[src/design/sap_pkg.sv]
// Shared types, constants and table-building functions of the stereo all-pass phaser.
`default_nettype none
package sap_pkg;

    localparam int SAMPLE_W     = 24;
    localparam int PHASE_W      = 32;
    localparam int STEP_W       = 24;
    localparam int FREQ_W       = 23;
    localparam int GAIN_W       = 17;
    localparam int FB_W         = 16;
    localparam int LFO_W        = 25;
    localparam int K_W          = 25;
    localparam int CFG_IDX_W    = 3;
    localparam int CFG_DATA_W   = 24;
    localparam int CORDIC_STEPS = 30;

    localparam longint CORDIC_GAIN = 64'sd652032874;
    localparam longint ONE_Q30     = 64'sd1073741824;
    localparam longint SAMPLE_MAX  = 64'sd8388607;
    localparam longint SAMPLE_MIN  = -64'sd8388608;

    localparam logic [STEP_W-1:0] RST_PHASE_STEP = 24'd44739;
    localparam logic [FREQ_W-1:0] RST_SWEEP_BASE = 23'd34953;
    localparam logic [FREQ_W-1:0] RST_SWEEP_SPAN = 23'd1013613;
    localparam logic [GAIN_W-1:0] RST_DEPTH      = 17'd52429;
    localparam logic [FB_W-1:0]   RST_FEEDBACK   = 16'd32768;
    localparam logic [GAIN_W-1:0] RST_MIX        = 17'd32768;
    localparam logic [GAIN_W-1:0] GAIN_ONE       = 17'd65536;

    localparam longint ATAN_TURNS [CORDIC_STEPS] = '{
        64'h20000000, 64'h12E4051E, 64'h09FB385B, 64'h051111D4, 64'h028B0D43,
        64'h0145D7E1, 64'h00A2F61E, 64'h00517C55, 64'h0028BE53, 64'h00145F2F,
        64'h000A2F98, 64'h000517CC, 64'h00028BE6, 64'h000145F3, 64'h0000A2FA,
        64'h0000517D, 64'h000028BE, 64'h0000145F, 64'h00000A30, 64'h00000518,
        64'h0000028C, 64'h00000146, 64'h000000A3, 64'h00000051, 64'h00000029,
        64'h00000014, 64'h0000000A, 64'h00000005, 64'h00000003, 64'h00000001
    };

    typedef enum logic [CFG_IDX_W-1:0] {
        CFG_PHASE_STEP = 3'd0,
        CFG_SWEEP_BASE = 3'd1,
        CFG_SWEEP_SPAN = 3'd2,
        CFG_DEPTH      = 3'd3,
        CFG_FEEDBACK   = 3'd4,
        CFG_MIX        = 3'd5
    } t_cfg_idx;

    typedef enum logic [3:0] {
        OP_NONE,
        OP_ACCEPT,
        OP_LIDX,
        OP_LFO,
        OP_SW1,
        OP_SW2,
        OP_KIDX,
        OP_COEF,
        OP_FB,
        OP_SEC,
        OP_MIX1,
        OP_MIX2,
        OP_LOAD
    } t_op;

    typedef struct packed {
        t_op  op;
        logic ch;
    } t_cmd;

    typedef struct packed {
        logic signed [63:0] c;
        logic signed [63:0] s;
    } t_sc;

    function automatic logic signed [SAMPLE_W-1:0] sat24(input longint v);
        if (v > SAMPLE_MAX) begin
            return SAMPLE_W'(SAMPLE_MAX);
        end else if (v < SAMPLE_MIN) begin
            return SAMPLE_W'(SAMPLE_MIN);
        end
        return v[SAMPLE_W-1:0];
    endfunction

    // Rotate by z (turns * 2^32), Q2.30 result.
    function automatic t_sc cordic(input longint z_in);
        longint x;
        longint y;
        longint z;
        longint dx;
        longint dy;
        t_sc    r;
        x = CORDIC_GAIN;
        y = 0;
        z = z_in;
        for (int i = 0; i < CORDIC_STEPS; i++) begin
            dx = y >>> i;
            dy = x >>> i;
            if (z >= 0) begin
                x = x - dx;
                y = y + dy;
                z = z - ATAN_TURNS[i];
            end else begin
                x = x + dx;
                y = y - dy;
                z = z + ATAN_TURNS[i];
            end
        end
        r.c = x;
        r.s = y;
        return r;
    endfunction

    // u: phase of the entry, unsigned turns * 2^32.
    function automatic longint lfo_value(input longint u_in);
        longint u;
        longint z;
        longint s;
        t_sc    r;
        u = u_in;
        if (u >= 64'h40000000 && u < 64'hC0000000) begin
            u = (64'h80000000 - u) & 64'hFFFFFFFF;
        end
        z = (u >= 64'h80000000) ? u - 64'h100000000 : u;
        r = cordic(z);
        s = r.s;
        if (s > ONE_Q30) begin
            s = ONE_Q30;
        end
        if (s < -ONE_Q30) begin
            s = -ONE_Q30;
        end
        return (ONE_Q30 + s) >>> 7;
    endfunction

    // Sine of the coefficient angle, Q2.30.
    function automatic longint coef_sin(input longint z);
        t_sc    r;
        longint s;
        r = cordic(z);
        s = r.s;
        return s;
    endfunction

    // Cosine of the coefficient angle, Q2.30, held at one LSB or above.
    function automatic longint coef_cos(input longint z);
        t_sc    r;
        longint c;
        r = cordic(z);
        c = r.c;
        if (c <= 0) begin
            c = 1;
        end
        return c;
    endfunction

endpackage
`default_nettype wire

[src/design/sap_ctrl.sv]
// Frame sequencer of the phaser: steps the datapath through one stereo item.
`default_nettype none
module sap_ctrl
    import sap_pkg::*;
#(
    parameter int STAGES = 4,
    parameter int ST_W   = 2
) (
    input  wire logic            i_clk,
    input  wire logic            i_rst_n,
    input  wire logic            i_in_valid,
    input  wire logic            i_out_ready,
    output logic                 o_in_ready,
    output logic                 o_out_valid,
    output t_cmd                 o_cmd,
    output logic [ST_W-1:0]      o_st
);

    typedef enum logic [3:0] {
        S_IDLE, S_LIDX, S_LFO, S_SW1, S_SW2, S_KIDX, S_COEF,
        S_FB, S_SEC, S_MIX1, S_MIX2, S_LOAD
    } t_state;

    t_state            r_state, n_state;
    logic              r_ch, n_ch;
    logic [ST_W-1:0]   r_st, n_st;
    logic              r_out_valid, n_out_valid;
    logic              w_load;

    assign w_load = (r_state == S_LOAD) && (!r_out_valid || i_out_ready);

    always_comb begin
        n_state     = r_state;
        n_ch        = r_ch;
        n_st        = r_st;
        n_out_valid = r_out_valid && !i_out_ready;
        unique case (r_state)
            S_IDLE: if (i_in_valid) n_state = S_LIDX;
            S_LIDX: n_state = S_LFO;
            S_LFO:  n_state = S_SW1;
            S_SW1:  n_state = S_SW2;
            S_SW2:  n_state = S_KIDX;
            S_KIDX: n_state = S_COEF;
            S_COEF: begin
                n_state = S_FB;
                n_ch    = 1'b0;
            end
            S_FB: begin
                n_state = S_SEC;
                n_st    = '0;
            end
            S_SEC: begin
                if (r_st == ST_W'(STAGES - 1)) begin
                    n_state = S_MIX1;
                end else begin
                    n_st = r_st + 1'b1;
                end
            end
            S_MIX1: n_state = S_MIX2;
            S_MIX2: begin
                if (r_ch) begin
                    n_state = S_LOAD;
                end else begin
                    n_ch    = 1'b1;
                    n_state = S_FB;
                end
            end
            S_LOAD: begin
                if (w_load) begin
                    n_out_valid = 1'b1;
                    n_state     = S_IDLE;
                end
            end
            default: n_state = S_IDLE;
        endcase
    end

    always_ff @(posedge i_clk) begin
        if (!i_rst_n) begin
            r_state     <= S_IDLE;
            r_ch        <= 1'b0;
            r_st        <= '0;
            r_out_valid <= 1'b0;
        end else begin
            r_state     <= n_state;
            r_ch        <= n_ch;
            r_st        <= n_st;
            r_out_valid <= n_out_valid;
        end
    end

    always_comb begin
        o_cmd.ch = r_ch;
        unique case (r_state)
            S_IDLE:  o_cmd.op = i_in_valid ? OP_ACCEPT : OP_NONE;
            S_LIDX:  o_cmd.op = OP_LIDX;
            S_LFO:   o_cmd.op = OP_LFO;
            S_SW1:   o_cmd.op = OP_SW1;
            S_SW2:   o_cmd.op = OP_SW2;
            S_KIDX:  o_cmd.op = OP_KIDX;
            S_COEF:  o_cmd.op = OP_COEF;
            S_FB:    o_cmd.op = OP_FB;
            S_SEC:   o_cmd.op = OP_SEC;
            S_MIX1:  o_cmd.op = OP_MIX1;
            S_MIX2:  o_cmd.op = OP_MIX2;
            S_LOAD:  o_cmd.op = w_load ? OP_LOAD : OP_NONE;
            default: o_cmd.op = OP_NONE;
        endcase
    end

    assign o_st        = r_st;
    assign o_in_ready  = (r_state == S_IDLE);
    assign o_out_valid = r_out_valid;

endmodule
`default_nettype wire

[config.mk]
export PLATFORM = sky130hd
export DESIGN_NAME = sap_ctrl
export DESIGN_NICKNAME = d
export VERILOG_FILES = /design/src/design/sap_pkg.sv /design/src/design/sap_ctrl.sv
export SDC_FILE = /design/constraint.sdc
export NUM_CORES = 1
export LEC_CHECK = 0
export BUFFER_PORTS_ARGS = -buffer_cell sky130_fd_sc_hd__buf_2
export CAP_MARGIN = 25
export CORE_AREA = 2 2 39 41
export CTS_CLUSTER_DIAMETER = 120
export DETAILED_ROUTE_END_ITERATION = 8
export DIE_AREA = 0 0 41 43
export PLACE_DENSITY_LB_ADDON = 0.2
export SYNTH_ARGS = -nofsm -noshare
export SYNTH_HDL_FRONTEND = slang
export SYNTH_SLANG_ARGS = --single-unit
[constraint.sdc]
create_clock -name i_clk -period 1.3 [get_ports i_clk]
set_input_delay 0.26 -clock i_clk [delete_from_list [all_inputs] [get_ports i_clk]]
set_output_delay 0.26 -clock i_clk [all_outputs]
set_load 0.05 [all_outputs]
==> results.toml, run 1 <==
[job]
max_cap_viol_count = 0

[grt]
gr-total-overflow = 0
grt_pass1_vias = 525
use_met3_pct = 6.283
antenna_found_initial = 0
gr-usage-met2_pct = 30.31
grt-busiest-layer = "met2"
grt_util_all_layers_pct = 20.83
use_met1_pct = 25.99
grt_pass1_wl_microns = 2332
grt_max_degree = 11

[sta]
layout_min_cycle_time_ps = 1483
worst_pin_slew_ps = 311.2
fmax_mhz = 674.5
rsz0062_at_grt = "yes"
final.setup.tns_ps = -835.6
timing.final.crit_share_pct = 114.1
setup_slack_ps = -182.7
max-slew-margin-rel_pct = 79.10
finalSetupViolCount = 8
drv_slew = 0
hold-worst-slack_ps = 322.3
finalHoldViolCount = 0
fin_worst_skew_ps = 7.889

[setup_path]
crit_path_cell_trace = "buf_6 -> buf_4 -> a21oi_4 -> buf_6"
required_ps = 1040
worstRegToRegCells = 5
critPathMaxFanout = 6
critPathTopFamily = "buffers and inverters"
critPathArrivalTime_ps = 1220
criticalPathCategory = "reg2out"
crit_slowest_cell = "dfxtp_4"
cpPeakStageDelay_ps = 370
worstSetupStartpointType = "register"
r2r_slack_ps = -40
end_kind = "output port"
rr_startpoint = "r_state[2]"
critical_path_buf_inv_count = 3
cp_common_cell = "buf_6"
r2r_end = "r_state[0]"

[clock_tree]
cts_sinks = 8
worstSkewPairLatency_ps = 260
clockBufferDepth = 2
cts_tree = "done"
ctsHtreeMaxLevel = 1
clk_pin_slew_ps = 60
cts_hold_buf = 0
clock-root-buffer = "clkbuf_4"
cts_buffers = 3

[floorplan]
die-area_sq_mm = 0.001763
core_sq_mm = 0.001384
start_util_pct = 38.34
rows = 14
ioPinCount = 13
die_w_microns = 41
die_h_microns = 43

[yosys]
synth_area_per_cell_sq_um = 8.842
ys_seq_area_share_pct = 30.19
synth-edff-count = 0
syn_nets = 65
ys_ff_latch = 8
synth_area_sq_um = 530.5
synthCells = 60
yosys_warnings = 0
synthDistinctLibCells = 36
asyncSetResetFlopFracSynth_pct = 0
ys.flop_type = "dfxtp_1"

[power]
seq_power_share_pct = 25.1
power_switching_mw = 0.5105
intPower_mw = 0.7418
clkPwrFrac_pct = 15.7
power.density_mw_per_mm2 = 1322
swShare_pct = 40.76
ir_drop_mv = 0.7644
leakage_nw = 0.4237
power_frac_comb_pct = 59.2

[drt]
drt_iter0_drc = 12
ant_nets = 0
wl_per_cell_microns = 14.32
drc_errors = 0
dr.pass1.iters = 3
vias = 551
drt_wl_total_microns = 1518
via_per_inst = 5.198

[cells_and_area]
diodes = 0
final_nets = 97
drive_above_1_share_pct = 65.56
area_growth_pct = 78.54
fill_cells = 103

[placed_design]
portBuffers = 12
dp_hpwl_microns = 977.8
place_ws_ps = -63.74
gp_congestion = 0.7111

[worst_hold_path]
hold_depth = 2
min_path_type = "in2reg"
worstHoldStart = "i_rst_n"
hold_path_end = "r_state[3]"

[outcome]
run_status = "complete, but fails checks"
violations = "setup timing"
-- cells in the final DEF, fill, tap and decap left out, types with 2 or more instances in the layout --
| cell type | synthesis | routed |
|---|---|---|
| xnor2_4 | 0 | 2 |
| buf_4 | 2 | 16 |
| buf_2 | 1 | 7 |
| o21ai_0 | 3 | 3 |
| nand2_1 | 4 | 3 |
| clkbuf_4 | 0 | 3 |
| nor4_4 | 1 | 3 |
| buf_6 | 2 | 9 |
| a21oi_1 | 2 | 2 |
| o21a_1 | 2 | 2 |
| dfxtp_4 | 0 | 4 |
| dfxtp_2 | 0 | 3 |
| o22ai_4 | 0 | 2 |
| nand2b_1 | 3 | 3 |
-- through the flow --
step	utilization, %	std cells	cell area, sq um	power [mW]
after CTS	62.66	103	867.1	1.163
after global routing	68.44	106	947.2	1.319
final	68.44	106	947.2	1.252
after floorplan	-	60	605.6	0.7285
after global placement	53.44	96	739.5	0.8290
after detailed placement	53.44	96	739.5	0.8356
-- power groups by stage --
stage / clock [mW] / combinational [mW] / sequential, mW
2_1_floorplan: 0 / 0.440 / 0.288
3_3_place_gp: 0 / 0.510 / 0.319
3_5_place_dp: 0 / 0.519 / 0.317
4_1_cts: 0.202 / 0.649 / 0.311
5_1_grt: 0.222 / 0.777 / 0.319
6_report: 0.197 / 0.741 / 0.315
-- kinds of logic (layout without fill, tap and decap cells) --
group / Yosys count / count (layout) / share of synthesized area, %
buffers and inverters: 8 / 38 / 10.37
adders and majority gates: 1 / 1 / 2.358
muxes: 1 / 1 / 1.887
and+or+nand+nor: 21 / 21 / 26.65
AOI/OAI and AO/OA: 19 / 19 / 25.24
xor gates and xnor gates: 2 / 2 / 3.302
DFF: 8 / 8 / 30.19
-- sequential cells by signal, indices dropped and copies added, names as in the netlist --
name	flops
r_state	4
o_st	2
o_out_valid	1
r_ch	1
-- how the worst max path moves through the flow --
stage	from	to	slack (ps)	cells past startpoint
floorplan	r_state[2]	o_in_ready	-70	2
global placement	r_state[0]	o_cmd[2]	-50	4
detailed placement	r_state[0]	o_cmd[2]	-60	4
CTS	r_state[0]	o_cmd[2]	-200	4
global route	r_state[2]	o_cmd[2]	-220	4
finish	r_state[2]	o_cmd[2]	-180	4
-- metal layers --
| layer | vias up | wire, microns |
|---|---|---|
| met5 | - | 0 |
| met4 | 0 | 38 |
| met3 | 5 | 28 |
| met2 | 8 | 811 |
| met1 | 260 | 641 |
| li1 | 278 | - |
-- repair_timing --
action,in CTS,in global routing
cloned,0,0
endpoints found under the setup margin,6,11
pin swaps,4,4
setup buffers,4,3
resized for setup,24,8
-- worst register-to-register path: stages, from the launching register on --
cell and delay, ps:
dfxtp_4 370, buf_6 140, buf_6 120, nor4_4 300
a211oi_1 130, o21a_1 170
-- final cells by class --
| type | count | area [sq um] | share of cell area, % |
|---|---|---|---|
| clock buffer | 3 | 22.52 | 2.378 |
| timing repair buffer | 33 | 276.5 | 29.19 |
| multi-input combinational | 44 | 441.7 | 46.63 |
| sequential | 8 | 178.9 | 18.89 |
| inverter | 2 | 7.507 | 0.7926 |
| tap | 16 | 20.02 | 2.114 |
-- cells in the mapped netlist (2+ instances only) --
| library cell | number | share of area [%] |
|---|---|---|
| nand2b_1 | 3 | 3.5 |
| o22ai_1 | 3 | 3.5 |
| nor2_1 | 3 | 2.1 |
| o21ai_0 | 3 | 2.8 |
| a21oi_1 | 2 | 1.9 |
| nand2_1 | 4 | 2.8 |
| buf_4 | 2 | 2.8 |
| xnor2_1 | 2 | 3.3 |
| o21a_1 | 2 | 2.8 |
| dfxtp_1 | 8 | 30 |
| buf_6 | 2 | 4.2 |
| inv_1 | 2 | 1.4 |
No activity file was read; power rests on OpenSTA's default activity.
==> run 2: changes to the inputs <==
Clock period 1.3 ns to 1.4 ns, I/O delays scaled along.
==> run 2 against run 1 <==
The run still ends with setup timing left. Clock power is 10% lower. Largest cell class unchanged. Count of clock-buffer cells in the layout stayed put. Critical path type unchanged. Global-route usage is 1.7 points lower. Largest power group unchanged. Sequential share of layout area is 0.57 points higher.
==> results.toml, run 2 (synthesis gave the netlist of run 1 again) <==
[power]
intPower_mw = 0.6719
leakage_nw = 0.4025
clkPwrFrac_pct = 15.9
seq_power_share_pct = 25.0
swShare_pct = 39.69
ir_drop_mv = 0.5034
power.density_mw_per_mm2 = 1256
power_switching_mw = 0.4421
power_frac_comb_pct = 59.0

[outcome]
run_status = "complete, but fails checks"
violations = "setup timing"

[placed_design]
place_ws_ps = 43.13
place_inst = 92
gp_congestion = 0.7362
portBuffers = 12
dp_hpwl_microns = 846.7

[grt]
gr-total-overflow = 0
grt_util_all_layers_pct = 19.09
grt_pass1_vias = 500
antenna_found_initial = 0
grt_pass1_wl_microns = 2242
grt_max_degree = 11

[cells_and_area]
area_growth_pct = 67.22
diodes = 0
largest_reg_flops = 4
regArea_sq_um = 172.7
fill_cells = 129
utilization_pct = 64.10
final_cell_mix = "buf_4 (14), buf_6 (11), buf_2 (7)"
fin_cells = 106
largest_register = "r_state"
final_nets = 97
multiInputGateArea_sq_um = 385.4
layout_commonest_cell = "buf_4"
drive_above_1_share_pct = 63.33

[clock_tree]
cts_hold_buf = 0
worstSkewPairLatency_ps = 250
clock-root-buffer = "clkbuf_4"
cts_sinks = 8
cts_tree = "done"
clk_pin_slew_ps = 60
ctsHtreeMaxLevel = 1
clockBufferDepth = 2
cts_buffers = 3

[sta]
timing.final.crit_share_pct = 108.2
setup_slack_ps = -115.3
fin_worst_skew_ps = 3.154
rsz0062_at_grt = "yes"
hold-worst-slack_ps = 335.5
finalHoldViolCount = 0
max-slew-margin-rel_pct = 81.20
fmax_mhz = 660.0
drv_slew = 0
final.setup.tns_ps = -337.7
finalSetupViolCount = 5
worst_pin_slew_ps = 279.9
layout_min_cycle_time_ps = 1515

[setup_path]
r2r_slack_ps = 80
criticalPathCategory = "reg2out"
critPathTopFamily = "flip-flops"
critPathArrivalTime_ps = 1240
worstRegToRegCells = 5
crit_slowest_cell = "dfxtp_4"
end_kind = "output port"
cpPeakStageDelay_ps = 360
r2r_end = "r_state[0]"
cp_common_cell = "buf_6"
crit_path_cell_trace = "buf_6 -> nor4_4 -> nor2_2 -> buf_6"
worstSetupStartpointType = "register"
required_ps = 1120
rr_startpoint = "r_state[0]"
critPathMaxFanout = 4
critical_path_buf_inv_count = 2

[drt]
drt_wl_total_microns = 1352
via_per_inst = 5.075
wl_per_cell_microns = 12.75
drt_iter0_drc = 9
ant_nets = 0
drc_errors = 0
vias = 538
dr.pass1.iters = 4

[floorplan]
start_util_pct = 38.34
die_h_microns = 43
rows = 14
core_sq_mm = 0.001384
die-area_sq_mm = 0.001763
die_w_microns = 41
ioPinCount = 13

[job]
max_cap_viol_count = 0

[worst_hold_path]
hold_path_end = "r_state[1]"
hold_depth = 2
worstHoldStart = "i_rst_n"
min_path_type = "in2reg"
## run 2: power by group through the flow
| stage | Combinational (mW) | Sequential [mW] | Clock (mW) |
|---|---|---|---|
| global placement | 0.452 | 0.264 | 0 |
| floorplan | 0.383 | 0.264 | 0 |
| global route | 0.702 | 0.282 | 0.201 |
| CTS | 0.622 | 0.278 | 0.185 |
| finish | 0.658 | 0.279 | 0.177 |
| detailed placement | 0.454 | 0.264 | 0 |
## run 2: how the worst max path moves through the flow
stage	start	slack, ps	cells after the start	endpoint
detailed placement	r_state[2]	40	4	o_cmd[1]
floorplan	r_state[3]	-100	2	o_in_ready
global placement	r_state[2]	50	4	o_cmd[1]
CTS	r_state[2]	-80	4	o_cmd[1]
finish	r_state[1]	-120	4	o_cmd[1]
global route	r_state[1]	-170	4	o_cmd[1]
## run 2: what timing repair did
| item | in CTS | in global routing |
|---|---|---|
| buffers inserted | 9 | 2 |
| endpoints found under the setup margin | 5 | 8 |
| hold endpoints to repair | 0 | 0 |
| gates resized for setup | 29 | 3 |
| pin swaps | 5 | 4 |
## run 2: final cells by class
cell class              count  area share, %
repair buffers             33          31.45
clock buffers               3          2.539
inverters                   2         0.8463
multi-input cells          44          43.44
well taps                  16          2.257
flip-flops and latches      8          19.46
## run 2: worst reg2reg max path: cells and delay by family, from the launching register on
kind	cells	cell delay, ps
and+or+nand+nor	1	330
DFF	1	340
buffers and inverters	2	260
AOI/OAI and AO/OA	2	290
## run 2: metal layers
metal / up-vias / GRT usage [%] / wire length (microns)
met5: - / 0 / 0
met4: 0 / 8.000 / 0
met3: 0 / 4.712 / 53
met2: 15 / 27.19 / 682
met1: 245 / 26.56 / 615
li1: 278 / - / -
## run 2: metrics by stage
step | area (sq um) | power (mW)
2_1_floorplan | 570.5 | 0.6470
3_3_place_gp | 678.2 | 0.7164
3_5_place_dp | 678.2 | 0.7182
4_1_cts | 863.3 | 1.085
5_1_grt | 887.1 | 1.185
6_report | 887.1 | 1.114
